<file path="config.mk">
export PLATFORM = sky130hd
export DESIGN_NAME = sccc_ctrl
export DESIGN_NICKNAME = d
export VERILOG_FILES = /design/src/rtl/sccc_pkg.sv /design/src/rtl/sccc_ctrl.sv
export SDC_FILE = /design/constraint.sdc
export NUM_CORES = 1
export LEC_CHECK = 0
export BUFFER_PORTS_ARGS = -buffer_cell sky130_fd_sc_hd__buf_4
export CORE_AREA = 2 2 39 41
export DETAILED_ROUTE_END_ITERATION = 10
export DIE_AREA = 0 0 41 43
export HOLD_SLACK_MARGIN = 0.1
export PLACE_DENSITY = 0.3
export SKIP_CTS_REPAIR_TIMING = 1
export SYNTH_ARGS = -nofsm -noshare
export SYNTH_HDL_FRONTEND = slang
export SYNTH_SLANG_ARGS = --single-unit
</file>
<file path="constraint.sdc">
create_clock -name clk -period 1.8 [get_ports clk]
set_clock_uncertainty 0.05 [all_clocks]
set_input_delay 0.09 -clock clk [delete_from_list [all_inputs] [get_ports clk]]
set_output_delay 0.09 -clock clk [all_outputs]
set_load 0.03 [all_outputs]
</file>
<file path="src/rtl/sccc_pkg.sv">
package sccc_pkg;

	localparam int SET_COUNT  = 256;
	localparam int WAY_COUNT  = 4;
	localparam int LINE_BYTES = 64;

	localparam int OFF_W  = $clog2(LINE_BYTES);
	localparam int SET_W  = (SET_COUNT > 1) ? $clog2(SET_COUNT) : 1;
	localparam int SET_SH = $clog2(SET_COUNT);
	localparam int WAY_W  = (WAY_COUNT > 1) ? $clog2(WAY_COUNT) : 1;
	localparam int TAG_W  = 18;
	localparam int ST_W   = 3;

	// operations
	localparam logic [1:0] OP_READ    = 2'd0;
	localparam logic [1:0] OP_WRITE   = 2'd1;
	localparam logic [1:0] OP_SNOOP   = 2'd2;
	localparam logic [1:0] OP_RESOLVE = 2'd3;

	// line states
	localparam logic [2:0] ST_I  = 3'd0;
	localparam logic [2:0] ST_S  = 3'd1;
	localparam logic [2:0] ST_E  = 3'd2;
	localparam logic [2:0] ST_M  = 3'd3;
	localparam logic [2:0] ST_SC = 3'd4;
	localparam logic [2:0] ST_SM = 3'd5;

	// bus actions
	localparam logic [2:0] BA_NONE = 3'd0;
	localparam logic [2:0] BA_RD   = 3'd1;
	localparam logic [2:0] BA_RDX  = 3'd2;
	localparam logic [2:0] BA_UPGR = 3'd3;
	localparam logic [2:0] BA_UPD  = 3'd4;

	// pending kinds
	localparam logic [1:0] PK_NONE  = 2'd0;
	localparam logic [1:0] PK_RMISS = 2'd1;
	localparam logic [1:0] PK_WMISS = 2'd2;
	localparam logic [1:0] PK_WHIT  = 2'd3;

	// protocols
	localparam logic [1:0] PR_MSI    = 2'd0;
	localparam logic [1:0] PR_MESI   = 2'd1;
	localparam logic [1:0] PR_DRAGON = 2'd2;

	localparam logic [1:0] RP_NONE  = 2'd0;
	localparam logic [1:0] RP_FLUSH = 2'd1;
	localparam logic [1:0] RP_OPT   = 2'd2;

	// controller to datapath
	typedef struct packed {
		logic capture;
		logic update;
		logic clear;
	} sccc_cmd_t;

	// datapath to controller
	typedef struct packed {
		logic result_ready;
		logic clear_last;
	} sccc_sts_t;

endpackage

</file>
<file path="src/rtl/sccc_ctrl.sv">
module sccc_ctrl import sccc_pkg::*; (
	input  logic      clk,
	input  logic      arst_n,
	input  logic      in_valid,
	output logic      in_ready,
	output logic      out_valid,
	input  logic      out_ready,
	output sccc_cmd_t cmd,
	input  sccc_sts_t sts
);

	localparam logic [1:0] S_IDLE = 2'd0;
	localparam logic [1:0] S_LOOK = 2'd1;
	localparam logic [1:0] S_OUT  = 2'd2;
	localparam logic [1:0] S_CLR  = 2'd3;

	logic [1:0] state_q;

	assign in_ready    = (state_q == S_IDLE);
	assign out_valid   = (state_q == S_OUT);
	assign cmd.capture = in_valid && in_ready;
	assign cmd.update  = (state_q == S_LOOK);
	assign cmd.clear   = (state_q == S_CLR);

	// clear all sets after reset, then read, write back, hand over the word
	always_ff @(posedge clk or negedge arst_n) begin
		if (!arst_n) begin
			state_q <= S_CLR;
		end else begin
			unique case (state_q)
				S_CLR:  if (sts.clear_last) state_q <= S_IDLE;
				S_IDLE: if (in_valid) state_q <= S_LOOK;
				S_LOOK: state_q <= S_OUT;
				S_OUT:  if (out_ready) state_q <= S_IDLE;
				default: state_q <= S_IDLE;
			endcase
		end
	end

	a_out_after_look: assert property (@(posedge clk) disable iff (!arst_n)
		cmd.update |=> out_valid) else $error("no result after update");
	a_no_accept_busy: assert property (@(posedge clk) disable iff (!arst_n)
		out_valid |-> !in_ready) else $error("accept while busy");
	a_ready_with_upd: assert property (@(posedge clk) disable iff (!arst_n)
		cmd.update |-> sts.result_ready) else $error("status mismatch");
	a_no_accept_clr: assert property (@(posedge clk) disable iff (!arst_n)
		cmd.clear |-> !in_ready) else $error("accept while clearing");

endmodule

</file>
**Word level (Yosys, flattened, before mapping)**

Cells that the tools add are included.

- Register bits: 2
- Output and inout bits: 5
- Logic and storage cells: 14

- Eq/ne operators: 6
- Muxes and demuxes: 4
- Reductions and logical operators: 3

Operators by type and width:

| kind | number |
|---|---|
| 2-bit case mux with 4 select lines | 1 |
| 2-bit two-way mux | 3 |
| 2-bit equality test (second input constant) | 2 |
| 2-bit by 1-bit inequality test with 1-bit output (second input constant) | 2 |
| 3-bit AND reduction | 1 |
| 2-bit by 1-bit equality test with 1-bit output (second input constant) | 1 |
| 2-bit zero test | 1 |
| 2-bit inequality test (second input constant) | 1 |
| 1-bit logical AND | 1 |

**Logic depth before layout (Yosys ltp)**

- Depth after elaboration: 3
- Mapped depth: 2
- Mapped depth without buffers: 2

**Worst setup path after synthesis**

Ideal clock, no wire load.

- Path type: reg-to-reg
- From: register state_q[1]
- To: register state_q[1]
- Arrival: 1,089 ps
- Path slack: 600 ps
- Stages on the path, launching flop included: 3
- Path buffers: 0
- Cell sequence: dfstp_2 nor2b_2 a22o_1

- Cells in the longest elaborated chain, start to end: 3
- Elaborated cells on any way between the ends: 9
- Those cells by class: eq/ne (6); mux (1); reduce/logical (2)

Ends and longest elaborated chain:

| what | line | source |
|---|---|---|
| start, declared | sccc_ctrl.sv:17 | `logic [1:0] state_q;` |
| start signal, assigned | sccc_ctrl.sv:28 | `state_q <= S_CLR;` |
| start signal, assigned | sccc_ctrl.sv:31 | `S_CLR: if (sts.clear_last) state_q <= S_IDLE;` |
| start signal, assigned | sccc_ctrl.sv:32 | `S_IDLE: if (in_valid) state_q <= S_LOOK;` |
| 2-bit equality test (*) | -- |  |
| net out_valid | sccc_ctrl.sv:6 | `output logic out_valid,` |
| 2-bit by 1-bit inequality test with 1-bit output (no source line) | -- |  |
| 3-bit AND reduction (no source line) | -- |  |

The timed path passes the listed nets; every way through them passes the cells marked *.
A chain may end at the register's enable or synchronous reset.

**Final worst setup path**

- From: register state_q[1]
- To: output out_valid

- Cells in the longest elaborated chain, start to end: 1

Ends and longest elaborated chain:

| what | line | source |
|---|---|---|
| 2-bit equality test | sccc_ctrl.sv:20 | `assign out_valid = (state_q == S_OUT);` |
| end, declared | sccc_ctrl.sv:6 |  |

No other way between the ends.

==> flow_summary_export.csv <==
group,metric,value,unit
worst_setup_path,cp.required,1.66,ns
worst_setup_path,max_stage_delay,0.56,ns
pwr,leakage,0.127,nW
worst_setup_path,crit_chain,"nor2b_2 > buf_4",
final_layout,seq_area,52.6,µm²
floorplanning,ios,11,
logic_synthesis,synth_area_per_cell,9.91,µm²
worst_setup_path,cp.depth,2,
final_layout,largest_reg_flops,2,
global_routing,track_usage,0.0472,
global_routing,grt_first_pass_wirelength,469,µm
drt,route.detailed.wl_per_inst,7.59,µm
drt,antenna_left,0,
final_layout,layout-drive-gt1-share,0.640,
final_layout,mostFrequentLayoutCells,"9 x buf_4, 3 x clkbuf_4, 2 x inv_1, 2 x dfstp_2",
sta,slew_violations,0,
placed_design,port_buffers,9,
logic_synthesis,synth_cells,12,
final_layout,fillerInstances,150,
cts,cts_tree,"built",
cts,cts.sinks,2,
worst_setup_path,r2r_end,"state_q[1]",
worst_setup_path,cpMaxStageDelayCell,"dfstp_2",
final_layout,diodes,0,
cts,cts-root-buf,"clkbuf_4",
final_layout,layout_commonest_cell,"buf_4",
logic_synthesis,yosys-top-cells-area,"dfstp_2 44%, nor3b_2 11%, a22o_1 7.4%",
sta,final-setup-viol-count,0,
worst_setup_path,crit_fanout,6,
worst_setup_path,r2r_cells,2,
cts,htreeDepth,1,
drt,vias,123,
worst_setup_path,crit_family,"flip-flops",
cts,cts_made_buffers,3,
logic_synthesis,synth_top_area_share,0.442,
worst_setup_path,cp-endpoint,"out_valid",
pwr,swShare,0.434,
floorplanning,die_width,41,µm
logic_synthesis,synth_area,119,µm²
placed_design,hpwl,231,µm
drt,first_pass_iters,2,
sta,timing.final.crit_share,0.712,
floorplanning,die-height,43,µm
placed_design,place_ws,0.757,ns
pwr,irDropWorstVdd,0.000479,V
sta,max_freq,0.781,GHz
sta,finalCriticalPeriod,1.28,ns
final_layout,nNetsFinal,33,
sta,relSlewSlack,0.889,
outcome,status,"finished, final reports clean",
logic_synthesis,synth_area_leader_cell,"dfstp_2",
logic_synthesis,ys_ff_latch,2,
sta,timing.setup.tns,0,ns
pwr,power.internal,0.259,mW
floorplanning,die_area,1760,µm²
pwr,seq_power_share,0.243,
logic_synthesis,ys_types,10,
pwr,power,0.458,mW
floorplanning,start_util,0.0859,
drt,drtIter0Drc,3,
pwr,pwr-share-clk,0.215,
sta,layout_setup_ws,0.519,ns
final_layout,area_delta_synth_final,101,%
worst_setup_path,path_class,"reg -> out",
final_layout,reg_top3,"state_q (2)",
worst_setup_path,end_kind,"output port",
global_routing,antenna_found_initial,0,
logic_synthesis,yosys_warnings,0,
worst_setup_path,cp-startpoint,"state_q[1]",
drt,viasPerCell,3.00,
sta,rsz0062_at_grt,"no",
placed_design,gp_congestion,0.594,
logic_synthesis,syn_nets,18,
worst_setup_path,timing.rr.start,"state_q[1]",
cts,path_clk_slew,0.03,ns
final_layout,largest_register,"state_q",
cts,clk_latency,0.22,ns
global_routing,grt_max_degree,7,
worst_setup_path,startpoint_type,"flop",
drt,drcViolationCount,0,
pwr,comb_power_share,0.542,
worst_setup_path,arrival,1.14,ns
global_routing,grt-ovfl-total,0,
logic_synthesis,yosysSeqAreaShare,0.442,
global_routing,grt_pass1_vias,112,
worst_setup_path,crit_buf_inv,1,
cts,cts_buffer_depth,2,
sta,hold_viol_final,0,
floorplanning,core-area,1380,µm²
hold_path,hold_class,"in -> reg",
worst_setup_path,reg2reg_setup_slack,0.79,ns
final_layout,multi_input_area,58.8,µm²
drt,wl,311,µm
sta,worstMarginPinSlew,0.165,ns
floorplanning,core.rowCount,14,
pwr,p_per_area,1920,nW/µm²
run,drv_cap,0,
pwr,p_switching,0.199,mW
## through the flow
step,hold WS (ns),area (µm²),cells,util
6_report,0.0949,239,41,0.173
5_1_grt,0.101,239,41,0.173
4_1_cts,-0.258,229,40,0.165
3_5_place_dp,-0.0148,206,37,0.149
3_3_place_gp,-0.0168,206,37,0.149
2_1_floorplan,-0.108,119,12,-
## cell families after synthesis
group,count (synthesis),share of synthesized area
buffers and inverters,2,0.0632
AND/OR/NAND/NOR,6,0.358
flip-flops,2,0.442
AO/OA/AOI/OAI,2,0.137
## how the worst min path moves through the flow
stage	cells past startpoint	slack (ns)	to	startpoint
floorplan	0	-0.11	state_q[0]	arst_n
global placement	1	-0.02	state_q[0]	arst_n
detailed placement	1	-0.01	state_q[0]	arst_n
CTS	1	-0.26	state_q[1]	arst_n
global route	3	0.10	state_q[0]	sts[0]
finish	3	0.09	state_q[0]	sts[0]
## layer usage
metal  up-vias  track usage  share of wire
met2        10       0.0313           0.22
met1        48       0.0611           0.60
met3         0       0.0471           0.17
met4         0       0.0600              0
li1         65            -              -
met5         -            0              0
## power groups by stage
stage          clock network (mW)  registers, mW  logic [mW]
2_1_floorplan                   0          0.105       0.160
3_3_place_gp                    0          0.109       0.247
3_5_place_dp                    0          0.112       0.248
4_1_cts                     0.106          0.111       0.249
5_1_grt                     0.108          0.118       0.268
6_report                   0.0986          0.111       0.248
## area by class of cell
| type | instances | share of cell area |
|---|---|---|
| Clock buffer | 3 | 0.0942 |
| Inverter | 2 | 0.0314 |
| Multi-Input combinational cell | 8 | 0.246 |
| Sequential cell | 2 | 0.220 |
| Tap cell | 16 | 0.0838 |
| Timing Repair Buffer | 10 | 0.325 |
## cells in the mapped netlist
library cell  count
and2b_1           1
and2_1            1
dfstp_2           2
inv_1             2
a22o_1            1
nor3b_2           1
a21o_1            1
nand2_1           1
nor2_1            1
nor2b_2           1
## tightest hold or removal path, stage by stage
cell	delay [ns]
buf_4	0.09
inv_1	0.03
a21o_1	0.15
(Power assumes the default switching activity.)
